## config.mk

```make
export PLATFORM = sky130hd
export DESIGN_NAME = um_instruction_execute_top
export DESIGN_NICKNAME = d
export VERILOG_FILES = /design/src/design/um_exec_pkg.sv /design/src/design/um_exec_ctrl.sv /design/src/design/um_exec_dp.sv /design/src/design/um_instruction_execute_top.sv
export SDC_FILE = /design/constraint.sdc
export NUM_CORES = 2
export LEC_CHECK = 0
export ABC_AREA = 0
export BUFFER_PORTS_ARGS = -buffer_cell sky130_fd_sc_hd__buf_2
export CAP_MARGIN = 15
export CORE_MARGIN = 5
export CORE_UTILIZATION = 53
export CTS_BUF_LIST = sky130_fd_sc_hd__clkbuf_16
export CTS_CLUSTER_DIAMETER = 60
export DETAILED_ROUTE_END_ITERATION = 8
export PLACE_DENSITY_LB_ADDON = 0.08
export RECOVER_POWER = 25
export SYNTH_ARGS = -nofsm -noshare
export SYNTH_HDL_FRONTEND = slang
export SYNTH_HIERARCHICAL = 1
export SYNTH_SLANG_ARGS = --single-unit
export TNS_END_PERCENT = 30
```

## constraint.sdc

```tcl
create_clock -name clk -period 16.73 [get_ports clk]
set_clock_uncertainty 0.1 [all_clocks]
set_input_delay 1.673 -clock clk [delete_from_list [all_inputs] [get_ports clk]]
set_output_delay 1.673 -clock clk [all_outputs]
set_load 0.05 [all_outputs]
```

## src/design/um_exec_pkg.sv

```systemverilog
// Package with the shared codes, constants and control/status types of the UM execute block.
`timescale 1ns / 1ps

package um_exec_pkg;

    localparam int WORD_W       = 32;
    localparam int REG_IDX_W    = 3;
    localparam int NUM_REGS     = 8;
    localparam int OPCODE_LSB   = 28;
    localparam int LV_REG_LSB   = 25;
    localparam int LV_VALUE_W   = 25;
    localparam int FIELD_A_LSB  = 6;
    localparam int FIELD_B_LSB  = 3;
    localparam int FIELD_C_LSB  = 0;
    localparam int DIV_CNT_W    = 5;

    localparam logic [3:0]        LAST_OPCODE  = 4'd13;
    localparam logic [WORD_W-1:0] OUTPUT_LIMIT = 32'd256;
    localparam logic [WORD_W-1:0] ALL_ONES     = '1;

    // Opcodes
    localparam logic [3:0] OP_CMOV     = 4'd0;
    localparam logic [3:0] OP_LOAD     = 4'd1;
    localparam logic [3:0] OP_STORE    = 4'd2;
    localparam logic [3:0] OP_ADD      = 4'd3;
    localparam logic [3:0] OP_MUL      = 4'd4;
    localparam logic [3:0] OP_DIV      = 4'd5;
    localparam logic [3:0] OP_NAND     = 4'd6;
    localparam logic [3:0] OP_HALT     = 4'd7;
    localparam logic [3:0] OP_MAP      = 4'd8;
    localparam logic [3:0] OP_UNMAP    = 4'd9;
    localparam logic [3:0] OP_OUTPUT   = 4'd10;
    localparam logic [3:0] OP_INPUT    = 4'd11;
    localparam logic [3:0] OP_LOADPROG = 4'd12;
    localparam logic [3:0] OP_LOADVAL  = 4'd13;

    // Item kinds
    localparam logic OPER_EXECUTE   = 1'b0;
    localparam logic OPER_WRITEBACK = 1'b1;

    // Result actions
    localparam logic [3:0] ACT_DONE     = 4'd0;
    localparam logic [3:0] ACT_HALT     = 4'd1;
    localparam logic [3:0] ACT_LOAD     = 4'd2;
    localparam logic [3:0] ACT_STORE    = 4'd3;
    localparam logic [3:0] ACT_MAP      = 4'd4;
    localparam logic [3:0] ACT_UNMAP    = 4'd5;
    localparam logic [3:0] ACT_OUTPUT   = 4'd6;
    localparam logic [3:0] ACT_INPUT    = 4'd7;
    localparam logic [3:0] ACT_LOADPROG = 4'd8;
    localparam logic [3:0] ACT_FAULT    = 4'd9;

    // Fault codes
    localparam logic [2:0] FAULT_NONE       = 3'd0;
    localparam logic [2:0] FAULT_BAD_OPCODE = 3'd1;
    localparam logic [2:0] FAULT_DIV_ZERO   = 3'd2;
    localparam logic [2:0] FAULT_UNMAP_ZERO = 3'd3;
    localparam logic [2:0] FAULT_OUT_RANGE  = 3'd4;

    typedef struct packed {
        logic accept;    // latch the item, read B and C
        logic capture;   // keep B and C, read A
        logic exec;      // register the product
        logic div_start;
        logic div_step;
        logic finish;    // write back and load the result register
    } cmd_t;

    typedef struct packed {
        logic need_div;
        logic div_last;
        logic out_free;
    } sts_t;

endpackage

```

## src/design/um_exec_ctrl.sv

```systemverilog
// Controller state machine of the UM execute block.
`timescale 1ns / 1ps

module um_exec_ctrl
(
    input  logic               clk,
    input  logic               rst_n,
    input  logic               in_valid,
    output logic               in_ready,
    output um_exec_pkg::cmd_t  cmd,
    input  um_exec_pkg::sts_t  sts
);

    localparam logic [2:0] S_IDLE = 3'd0;
    localparam logic [2:0] S_OPS  = 3'd1;
    localparam logic [2:0] S_EXEC = 3'd2;
    localparam logic [2:0] S_DIV  = 3'd3;
    localparam logic [2:0] S_FIN  = 3'd4;

    logic [2:0] state_reg;
    logic [2:0] state_next;

    assign in_ready = (state_reg == S_IDLE);

    always_comb
    begin
        state_next    = state_reg;
        cmd           = '0;
        case (state_reg)
            S_IDLE:
            begin
                if (in_valid)
                begin
                    cmd.accept = 1'b1;
                    state_next = S_OPS;
                end
            end
            S_OPS:
            begin
                cmd.capture = 1'b1;
                state_next  = S_EXEC;
            end
            S_EXEC:
            begin
                cmd.exec = 1'b1;
                if (sts.need_div)
                begin
                    cmd.div_start = 1'b1;
                    state_next    = S_DIV;
                end
                else
                begin
                    state_next = S_FIN;
                end
            end
            S_DIV:
            begin
                cmd.div_step = 1'b1;
                if (sts.div_last)
                begin
                    state_next = S_FIN;
                end
            end
            S_FIN:
            begin
                if (sts.out_free)
                begin
                    cmd.finish = 1'b1;
                    state_next = S_IDLE;
                end
            end
            default:
            begin
                state_next = S_IDLE;
            end
        endcase
    end

    always_ff @(posedge clk or negedge rst_n)
    begin
        if (!rst_n)
        begin
            state_reg <= S_IDLE;
        end
        else
        begin
            state_reg <= state_next;
        end
    end

`ifndef NO_ASSERTIONS
    a_accept_to_ops: assert property (@(posedge clk) disable iff (!rst_n)
        cmd.accept |=> (state_reg == S_OPS))
        else $error("accepted item did not move to operand capture");

    a_div_stays: assert property (@(posedge clk) disable iff (!rst_n)
        (state_reg == S_DIV && !sts.div_last) |=> (state_reg == S_DIV))
        else $error("divide left before its last step");

    a_fin_waits: assert property (@(posedge clk) disable iff (!rst_n)
        (state_reg == S_FIN && !sts.out_free) |=> (state_reg == S_FIN))
        else $error("result dropped while output register was full");
`endif

endmodule

```

## src/design/um_exec_dp.sv

```systemverilog
// Datapath of the UM execute block: register file, multiplier, divider and result register.
`timescale 1ns / 1ps

module um_exec_dp
(
    input  logic                                        clk,
    input  logic                                        rst_n,
    input  um_exec_pkg::cmd_t                           cmd,
    output um_exec_pkg::sts_t                           sts,
    input  logic                                        operation,
    input  logic [um_exec_pkg::WORD_W-1:0]              instruction_word,
    input  logic [um_exec_pkg::WORD_W-1:0]              return_value,
    input  logic [um_exec_pkg::REG_IDX_W-1:0]           return_register,
    input  logic                                        input_ended,
    output logic                                        out_valid,
    input  logic                                        out_ready,
    output logic [3:0]                                  action,
    output logic [um_exec_pkg::WORD_W-1:0]              segment_id,
    output logic [um_exec_pkg::WORD_W-1:0]              word_offset,
    output logic [um_exec_pkg::WORD_W-1:0]              data_value,
    output logic [um_exec_pkg::REG_IDX_W-1:0]           dest_register,
    output logic [um_exec_pkg::WORD_W-1:0]              new_counter,
    output logic [2:0]                                  fault_code
);

    localparam int W  = um_exec_pkg::WORD_W;
    localparam int RW = um_exec_pkg::REG_IDX_W;

    // Item registers
    logic          op_reg;
    logic [W-1:0]  ir_reg;
    logic [W-1:0]  rv_reg;
    logic [RW-1:0] rr_reg;
    logic          ie_reg;

    // Register file: two registered read ports, one write port
    logic [W-1:0]  mem [um_exec_pkg::NUM_REGS];
    logic [um_exec_pkg::NUM_REGS-1:0] vld_reg;
    logic [W-1:0]  rd0_reg;
    logic [W-1:0]  rd1_reg;
    logic [RW-1:0] rd0_addr;

    logic [W-1:0]  rb_reg;
    logic [W-1:0]  rc_reg;
    logic [W-1:0]  prod_reg;
    logic [W-1:0]  prod_next;

    logic [W-1:0]  rem_reg;
    logic [W-1:0]  quo_reg;
    logic [um_exec_pkg::DIV_CNT_W-1:0] cnt_reg;
    logic [W:0]    div_shift;
    logic [W:0]    div_diff;

    logic [3:0]    opcode;
    logic [RW-1:0] fa;
    logic [RW-1:0] fb;
    logic [RW-1:0] fc;
    logic          rc_zero;

    logic          we;
    logic [RW-1:0] wa;
    logic [W-1:0]  wd;
    logic [3:0]    act_next;
    logic [W-1:0]  seg_next;
    logic [W-1:0]  off_next;
    logic [W-1:0]  data_next;
    logic [RW-1:0] dest_next;
    logic [W-1:0]  pc_next;
    logic [2:0]    fault_next;
    logic          out_valid_reg;

    assign opcode  = ir_reg[um_exec_pkg::OPCODE_LSB +: 4];
    assign fa      = ir_reg[um_exec_pkg::FIELD_A_LSB +: RW];
    assign fb      = ir_reg[um_exec_pkg::FIELD_B_LSB +: RW];
    assign fc      = ir_reg[um_exec_pkg::FIELD_C_LSB +: RW];
    assign rc_zero = (rc_reg == '0);

    always_ff @(posedge clk)
    begin
        if (cmd.accept)
        begin
            op_reg <= operation;
            ir_reg <= instruction_word;
            rv_reg <= return_value;
            rr_reg <= return_register;
            ie_reg <= input_ended;
        end
    end

    // Port 0 reads B on accept and A on the following cycle.
    assign rd0_addr = cmd.accept ? instruction_word[um_exec_pkg::FIELD_B_LSB +: RW] : fa;

    always_ff @(posedge clk)
    begin
        if (we && cmd.finish)
        begin
            mem[wa] <= wd;
        end
        if (cmd.accept || cmd.capture)
        begin
            rd0_reg <= vld_reg[rd0_addr] ? mem[rd0_addr] : '0;
        end
        if (cmd.accept)
        begin
            rd1_reg <= vld_reg[instruction_word[um_exec_pkg::FIELD_C_LSB +: RW]] ?
                       mem[instruction_word[um_exec_pkg::FIELD_C_LSB +: RW]] : '0;
        end
    end

    // An entry never written reads as zero.
    always_ff @(posedge clk or negedge rst_n)
    begin
        if (!rst_n)
        begin
            vld_reg <= '0;
        end
        else if (we && cmd.finish)
        begin
            vld_reg[wa] <= 1'b1;
        end
    end

    assign prod_next = rb_reg * rc_reg;

    always_ff @(posedge clk)
    begin
        if (cmd.capture)
        begin
            rb_reg <= rd0_reg;
            rc_reg <= rd1_reg;
        end
        if (cmd.exec)
        begin
            prod_reg <= prod_next;
        end
    end

    // Restoring divider, one quotient bit per cycle.
    assign div_shift = {rem_reg, quo_reg[W-1]};
    assign div_diff  = div_shift - {1'b0, rc_reg};

    always_ff @(posedge clk)
    begin
        if (cmd.div_start)
        begin
            rem_reg <= '0;
            quo_reg <= rb_reg;
            cnt_reg <= '0;
        end
        else if (cmd.div_step)
        begin
            cnt_reg <= cnt_reg + 1'b1;
            if (!div_diff[W])
            begin
                rem_reg <= div_diff[W-1:0];
                quo_reg <= {quo_reg[W-2:0], 1'b1};
            end
            else
            begin
                rem_reg <= div_shift[W-1:0];
                quo_reg <= {quo_reg[W-2:0], 1'b0};
            end
        end
    end

    assign sts.need_div = (op_reg == um_exec_pkg::OPER_EXECUTE) &&
                          (opcode == um_exec_pkg::OP_DIV) && !rc_zero;
    assign sts.div_last = (cnt_reg == {um_exec_pkg::DIV_CNT_W{1'b1}});
    assign sts.out_free = !out_valid_reg || out_ready;

    // Result and write-back selection; rd0_reg holds register A here.
    always_comb
    begin
        we         = 1'b0;
        wa         = fa;
        wd         = rb_reg;
        act_next   = um_exec_pkg::ACT_DONE;
        seg_next   = '0;
        off_next   = '0;
        data_next  = '0;
        dest_next  = '0;
        pc_next    = '0;
        fault_next = um_exec_pkg::FAULT_NONE;
        if (op_reg == um_exec_pkg::OPER_WRITEBACK)
        begin
            we = 1'b1;
            wa = rr_reg;
            wd = ie_reg ? um_exec_pkg::ALL_ONES : rv_reg;
        end
        else if (opcode > um_exec_pkg::LAST_OPCODE)
        begin
            act_next   = um_exec_pkg::ACT_FAULT;
            fault_next = um_exec_pkg::FAULT_BAD_OPCODE;
        end
        else
        begin
            case (opcode)
                um_exec_pkg::OP_CMOV:
                begin
                    we = !rc_zero;
                end
                um_exec_pkg::OP_LOAD:
                begin
                    act_next  = um_exec_pkg::ACT_LOAD;
                    seg_next  = rb_reg;
                    off_next  = rc_reg;
                    dest_next = fa;
                end
                um_exec_pkg::OP_STORE:
                begin
                    act_next  = um_exec_pkg::ACT_STORE;
                    seg_next  = rd0_reg;
                    off_next  = rb_reg;
                    data_next = rc_reg;
                end
                um_exec_pkg::OP_ADD:
                begin
                    we = 1'b1;
                    wd = rb_reg + rc_reg;
                end
                um_exec_pkg::OP_MUL:
                begin
                    we = 1'b1;
                    wd = prod_reg;
                end
                um_exec_pkg::OP_DIV:
                begin
                    if (rc_zero)
                    begin
                        act_next   = um_exec_pkg::ACT_FAULT;
                        fault_next = um_exec_pkg::FAULT_DIV_ZERO;
                    end
                    else
                    begin
                        we = 1'b1;
                        wd = quo_reg;
                    end
                end
                um_exec_pkg::OP_NAND:
                begin
                    we = 1'b1;
                    wd = ~(rb_reg & rc_reg);
                end
                um_exec_pkg::OP_HALT:
                begin
                    act_next = um_exec_pkg::ACT_HALT;
                end
                um_exec_pkg::OP_MAP:
                begin
                    act_next  = um_exec_pkg::ACT_MAP;
                    seg_next  = rc_reg;
                    dest_next = fb;
                end
                um_exec_pkg::OP_UNMAP:
                begin
                    if (rc_zero)
                    begin
                        act_next   = um_exec_pkg::ACT_FAULT;
                        fault_next = um_exec_pkg::FAULT_UNMAP_ZERO;
                    end
                    else
                    begin
                        act_next = um_exec_pkg::ACT_UNMAP;
                        seg_next = rc_reg;
                    end
                end
                um_exec_pkg::OP_OUTPUT:
                begin
                    if (rc_reg >= um_exec_pkg::OUTPUT_LIMIT)
                    begin
                        act_next   = um_exec_pkg::ACT_FAULT;
                        fault_next = um_exec_pkg::FAULT_OUT_RANGE;
                    end
                    else
                    begin
                        act_next  = um_exec_pkg::ACT_OUTPUT;
                        data_next = rc_reg;
                    end
                end
                um_exec_pkg::OP_INPUT:
                begin
                    act_next  = um_exec_pkg::ACT_INPUT;
                    dest_next = fc;
                end
                um_exec_pkg::OP_LOADPROG:
                begin
                    act_next = um_exec_pkg::ACT_LOADPROG;
                    seg_next = rb_reg;
                    pc_next  = rc_reg;
                end
                um_exec_pkg::OP_LOADVAL:
                begin
                    we = 1'b1;
                    wa = ir_reg[um_exec_pkg::LV_REG_LSB +: RW];
                    wd = {{(W - um_exec_pkg::LV_VALUE_W){1'b0}},
                          ir_reg[um_exec_pkg::LV_VALUE_W-1:0]};
                end
                default:
                begin
                    act_next   = um_exec_pkg::ACT_FAULT;
                    fault_next = um_exec_pkg::FAULT_BAD_OPCODE;
                end
            endcase
        end
    end

    always_ff @(posedge clk or negedge rst_n)
    begin
        if (!rst_n)
        begin
            out_valid_reg <= 1'b0;
        end
        else if (cmd.finish)
        begin
            out_valid_reg <= 1'b1;
        end
        else if (out_ready)
        begin
            out_valid_reg <= 1'b0;
        end
    end

    always_ff @(posedge clk)
    begin
        if (cmd.finish)
        begin
            action        <= act_next;
            segment_id    <= seg_next;
            word_offset   <= off_next;
            data_value    <= data_next;
            dest_register <= dest_next;
            new_counter   <= pc_next;
            fault_code    <= fault_next;
        end
    end

    assign out_valid = out_valid_reg;

`ifndef NO_ASSERTIONS
    a_finish_free: assert property (@(posedge clk) disable iff (!rst_n)
        cmd.finish |-> (!out_valid_reg || out_ready))
        else $error("result register overwritten while full");

    a_fault_code: assert property (@(posedge clk) disable iff (!rst_n)
        out_valid_reg |-> ((action == um_exec_pkg::ACT_FAULT) ==
                           (fault_code != um_exec_pkg::FAULT_NONE)))
        else $error("fault code disagrees with action");

    a_dest_only_reply: assert property (@(posedge clk) disable iff (!rst_n)
        (out_valid_reg && dest_register != '0) |->
            (action == um_exec_pkg::ACT_LOAD || action == um_exec_pkg::ACT_MAP ||
             action == um_exec_pkg::ACT_INPUT))
        else $error("destination register set on an action with no reply");
`endif

endmodule

```

## src/design/um_instruction_execute_top.sv

```systemverilog
// Top level of the UM execute block: controller plus datapath.
//
// The input channel (in_valid/in_ready) carries one item: either an
// instruction word to execute or a write-back of a value returned from
// outside (a loaded word, a new segment id or an input byte, or all ones
// when input has ended). The output channel (out_valid/out_ready) returns
// exactly one result item per input item: done, halt, a request for the
// segment store or I/O, or a fault with its code.
// An item goes from acceptance through operand read and execute to a
// valid result; the input is ready again in the cycle the result appears,
// so the block takes no new item before the last one is done. Divide adds
// one step per quotient bit in the restoring divider. The register file
// has two read ports, so B and C are read on acceptance, A the cycle after.
// Reset clears the controller, the result valid flag and the register
// file's valid bits, so every register reads as zero. When the receiver
// stalls, the finished result waits in the output register while the next
// item may already be accepted and worked on; that item then holds in its
// last step until the output register is free.
`timescale 1ns / 1ps

module um_instruction_execute_top
(
    input  logic                               clk,
    input  logic                               rst_n,
    input  logic                               in_valid,
    output logic                               in_ready,
    input  logic                               operation,
    input  logic [um_exec_pkg::WORD_W-1:0]     instruction_word,
    input  logic [um_exec_pkg::WORD_W-1:0]     return_value,
    input  logic [um_exec_pkg::REG_IDX_W-1:0]  return_register,
    input  logic                               input_ended,
    output logic                               out_valid,
    input  logic                               out_ready,
    output logic [3:0]                         action,
    output logic [um_exec_pkg::WORD_W-1:0]     segment_id,
    output logic [um_exec_pkg::WORD_W-1:0]     word_offset,
    output logic [um_exec_pkg::WORD_W-1:0]     data_value,
    output logic [um_exec_pkg::REG_IDX_W-1:0]  dest_register,
    output logic [um_exec_pkg::WORD_W-1:0]     new_counter,
    output logic [2:0]                         fault_code
);

    um_exec_pkg::cmd_t cmd;
    um_exec_pkg::sts_t sts;

    um_exec_ctrl u_ctrl
    (
        .clk      (clk),
        .rst_n    (rst_n),
        .in_valid (in_valid),
        .in_ready (in_ready),
        .cmd      (cmd),
        .sts      (sts)
    );

    um_exec_dp u_dp
    (
        .clk              (clk),
        .rst_n            (rst_n),
        .cmd              (cmd),
        .sts              (sts),
        .operation        (operation),
        .instruction_word (instruction_word),
        .return_value     (return_value),
        .return_register  (return_register),
        .input_ended      (input_ended),
        .out_valid        (out_valid),
        .out_ready        (out_ready),
        .action           (action),
        .segment_id       (segment_id),
        .word_offset      (word_offset),
        .data_value       (data_value),
        .dest_register    (dest_register),
        .new_counter      (new_counter),
        .fault_code       (fault_code)
    );

endmodule
```

Word level (Yosys, flattened, before mapping):

Memories as Yosys holds them, arrays and structs flattened. A register that Yosys moved wholly into a read port is not among the register bits.
Cells that the tools add are included.

* register bits after elaboration: 384
* memory bits (writable): 256
* input bits: 73
* output and inout port bits: 140
* logic and storage cells: 138
* memories: 1

* $add $sub $neg: 3
* multiply operators: 1
* order comparisons: 6
* eq/ne operators: 21
* muxes and demuxes: 56
* bitwise gates (word level): 5
* reduce and logical (&&, ||, !) cells: 22

Memories
* u_dp.mem: depth 8, width 32, rd ports 2, clocked after Yosys merged registers in 2, wr ports 1, RTL line um_exec_dp.sv:37 `logic [W-1:0] mem [um_exec_pkg::NUM_REGS];`

Operators with widths (number)
* $mux 32: 9
* $pmux 32 s5: 1
* $pmux 32 s2: 2
* $pmux 32 s4: 1
* $pmux 4 s10: 1
* $sub 33x32->33: 1
* $add 32x32->32: 1
* $and 32x32->32: 1
* $ge 32x9->1 const B: 1
* $logic_not 32->1: 1
* $mul 32x32->32: 1
* $not 32->32: 1
* $mux 3: 9
* $eq 4x4->1 const B: 6
* $mux 1: 19
* $eq 4x3->1 const B: 4
* $mux 4: 4
* $pmux 3 s5: 1
* $lt 3x4->1 const B: 3
* $pmux 3 s4: 1
* $reduce_or 11->1: 1
* $pmux 3 s3: 1
* $eq 4x2->1 const B: 2
* $or 8x8->8: 1
* other kinds (25): 41

Longest topological paths before layout:

* depth after elaboration: 9
* mapped depth: 27
* mapped depth without buffers: 25

Cells and area by module:

Netlist, hierarchy kept.

By module, submodules not included
* um_exec_dp: times used 1, cells an instance 4086, area an instance 48549.1 µm², seq. area each 20634.8 µm²
* um_exec_ctrl: times used 1, cells an instance 27, area an instance 234.0 µm², seq. area each 75.1 µm²

Least setup slack after synthesis:

OpenSTA, ideal clock, no wires.

* kind: input port to flip-flop
* from: input out_ready
* to: memory u_dp/mem[1][0] in the netlist's numbering (enable)
* library setup time: 0.422 ns
* arrival: 14.292 ns
* required time: 16.208 ns
* slack: 1.916 ns
* stages: 5
* path buffers: 0
* cell sequence: nand2b_1 nand2_1 nor3_1 nand3b_1 nor2_1

RTL lines
* start, declared: RTL line um_instruction_execute_top.sv:33 `input logic out_ready,`
* end, declared: RTL line um_exec_dp.sv:37

Worst setup path after layout:

* from: register u_dp.rb_reg[0]
* to: register u_dp.prod_reg[31] (data pin)

* longest elaborated chain between the ends: 1

Ends and longest elaborated chain
* start, declared: RTL line um_exec_dp.sv:43 `logic [W-1:0] rb_reg;`
* start signal, assigned: RTL line um_exec_dp.sv:129 `rb_reg <= rd0_reg;`
* $mul 32x32->32: RTL line um_exec_dp.sv:123 `assign prod_next = rb_reg * rc_reg;`
* via u_dp.prod_next[31]: RTL line um_exec_dp.sv:46 `logic [W-1:0] prod_next;`
* end signal, assigned: RTL line um_exec_dp.sv:134 `prod_reg <= prod_next;`
* end, declared: RTL line um_exec_dp.sv:45 `logic [W-1:0] prod_reg;`

The timed path passes the listed nets, and every way through them passes these cells.
A chain may end at the register's enable or synchronous reset.

==> metrics.md <==
| Metric | Value |
|---|---|
| Async SR Flop Fraction | 0.0170 |
| Number of global-route vias before repair | 34,600 |
| Final antenna-violating net count | 0 |
| Setup crit end kind | flip-flop |
| Chip Width | 313 um |
| Initial core utilization | 0.533 |
| # nets final | 4,915 |
| Root Driver | clkbuf_16 |
| Syn avg cell area | 11.9 sq um |
| Crit Path Class | reg2reg |
| Synth Flop Type | edfxtp_1 |
| EDFF count, synth | 655 |
| Max_slew headroom | -1.55 |
| Seq/Total Area, Yosys | 0.425 |
| Final worst slack | 8.55 ns |
| Slew Viols, Final | 346 |
| CP max FO | 18 |
| Crit-path cells | clkbuf_1, clkbuf_1, and2_1, fa_1, inv_1, fa_1, fa_1, inv_1, fa_1, inv_1, fa_1, fa_1, fa_1, inv_1, fa_1, xnor2_1, xnor2_1, xnor2_1, xnor2_1, xnor2_1, xnor2_1, xnor2_1, xnor2_1 |
| Setup tns final | 0 ns |
| GPL Wtd Cong | 0.928 |
| Largest Register | u_dp/mem |
| Post-DP HPWL | 102,000 um |
| Pin count of the biggest net entering global routing | 67 |
| Fmax | 122 MHz |
| FP Rows | 111 |
| IO Port Bufs | 212 |
| Crit-path slowest cell | clkbuf_1 |
| H-tree depth | 3 |
| Global-route wire length before repair | 224,000 um |
| Gr usage total | 0.306 |
| Final wirelength | 150,000 um |
| WP buf/inv | 6 |
| Worst Path Arrival | 8.49 ns |
| Max reg flops | 256 |
| Area of the die | 98,200 sq um |
| Layout area overhead | 10.5% |
| Core footprint | 91,500 sq um |
| Hold WC Path Type | reg2reg |
| DRC viols | 0 |
| Post-Syn Nets | 4,785 |
| Die H | 313 um |
| Final setup fails | 0 |
| Syn Inst Count | 4,113 |
| Crit start category | flip-flop |
| Initial detailed-routing violation count | 3,831 |
| CTS tree | done |
| Post_cts resized | 0 |
| CP delay by family, top | adder cells |
| IO Count | 213 |
| Tmin final | 8.18 ns |
| Pre-CTS WS | 8.85 ns |
| Pre-antenna DRT Iters | 9 |
| Final period util | 0.489 |
| Wire length per cell | 27.3 um |
| Post CTS Setup Buffer Count | 0 |
| Max incr delay on CP | 1.13 ns |
| Cell area after synthesis | 48,800 sq um |
| Number of fill cells | 7,505 |
| Worst skew pair latency | 0.67 ns |
| Worst slew pin tran | 3.83 ns |
| Warnings from Yosys | 6 |
| Sink Count | 704 |
| Vias post-DR | 33,700 |
| Data required, critical path | 17.04 ns |
| Clock-pin slew on the worst setup and hold paths | 0.06 ns |
| CTS Buf Count | 85 |
| WHS | 0.318 ns |
| Hold Buf Count CTS | 0 |
| Outcome | finished with violations |
| Distinct cells, synth | 91 |
| Layout cell share with drive strength beyond 1 | 0.145 |
| Initial antenna violation count | 6 |
| #FFs+latches synth | 704 |
| Remaining global-route overflow | 0 |
| RSZ-0062 raised after global routing | no |
| Violated checks | capacitance limit, slew limit |
| Max Cap Viol | 9 |
| Clock buffer depth | 3 |
| Drt via density | 6.14 |
| Hold Vio Cnt, Final | 0 |
## per-layer routing
layer  part of all wire  vias up  wire, um  global-route usage
li1                   -    14500         -                   -
met1               0.40    17100     60000               0.425
met2               0.46     1810     69100               0.488
met3              0.098      340     14800              0.0558
met4              0.043        2      6440               0.115
met5           0.000087        -        13                   0
## worst reg2reg max path: cells and delay by family, from the launching register on
family	cells	cell delay, ns
xor+xnor	8	1.48
fa+ha+maj	8	3.40
buf+inv	6	2.24
flops	1	0.44
simple gates	1	0.28
## per-stage QoR
step           cell area, sq um  cells   util
6_report                  53900   5498  0.589
5_1_grt                   53900   5496  0.589
4_1_cts                   54000   5495  0.590
3_5_place_dp              51200   5341  0.559
3_3_place_gp              51200   5341  0.559
2_1_floorplan             48800   4113      -
## kinds of logic (layout without fill, tap and decap cells)
kind of cell             count (synthesis)  in the layout  share of synthesized area
AO/OA/AOI/OAI                          553            553                     0.0786
multiplexers                           227            227                     0.0813
buffers and inverters                  733            930                     0.0586
adder cells (fa/ha/maj)                599            599                      0.217
XOR/XNOR                               139            139                     0.0253
AND/OR/NAND/NOR                       1158           1158                      0.115
other                                    0              2                          0
flip-flops                             704            704                      0.425
## cells in the final DEF, fill, tap and decap left out, types with 21 or more instances in the layout
| master | count |
|---|---|
| a21o_1 | 30 |
| a21oi_1 | 164 |
| a221oi_1 | 37 |
| a222oi_1 | 32 |
| a22o_1 | 34 |
| and2_0 | 21 |
| and2_1 | 329 |
| buf_2 | 198 |
| buf_4 | 88 |
| clkbuf_1 | 24 |
| clkbuf_16 | 87 |
| dfxtp_1 | 37 |
| edfxtp_1 | 655 |
| fa_1 | 410 |
| ha_1 | 189 |
| inv_1 | 478 |
| mux2_2 | 33 |
| mux2i_1 | 57 |
| mux4_2 | 132 |
| nand2_1 | 441 |
| nand3_1 | 26 |
| nor2_1 | 207 |
| o211ai_1 | 28 |
| o21ai_0 | 66 |
| xnor2_1 | 96 |
| xor2_1 | 41 |
## Yosys cell counts (41+ instances only)
cell / count / area, sq um
xnor2_1: 96 / 841
ha_1: 189 / 2360
clkbuf_1: 218 / 818
nor2_1: 218 / 818
mux4_2: 132 / 2970
fa_1: 410 / 8210
edfxtp_1: 655 / 19700
and2_1: 352 / 2200
mux2i_1: 62 / 621
o21ai_0: 67 / 335
nand2_1: 441 / 1660
a21oi_1: 164 / 821
inv_1: 466 / 1750
xor2_1: 41 / 359
## worst paths after layout
kind / start / endpoint / slack, ns / cells past startpoint
max: u_dp/rb_reg[0] / u_dp/prod_reg[31] / 8.55 / 23
min: u_dp/rd1_reg[28] / u_dp/rc_reg[28] / 0.32 / 0
max reg2reg: u_dp/rb_reg[0] / u_dp/prod_reg[31] / 8.55 / 23
min reg2reg: u_dp/rd1_reg[28] / u_dp/rc_reg[28] / 0.32 / 0
max in group asynchronous: rst_n / u_dp/vld_reg[1] / 14.97 / 1
min in group asynchronous: rst_n / u_dp/out_valid / 1.01 / 1
## area by class of cell
class                      instances  area (sq um)  area share
antenna                            2          5.00   0.0000929
clock buffer                      87          2180      0.0404
clock inverter                    67           622      0.0115
inverter                         466          1750      0.0325
multi-input combinational       2676         25400       0.471
sequential                       704         20700       0.384
tap                             1186          1480      0.0275
timing repair buffer             310          1740      0.0323
Power is left out: the tool's default activity adds up to more than one toggle a clock period on the data nets, which glitch-free logic cannot reach.
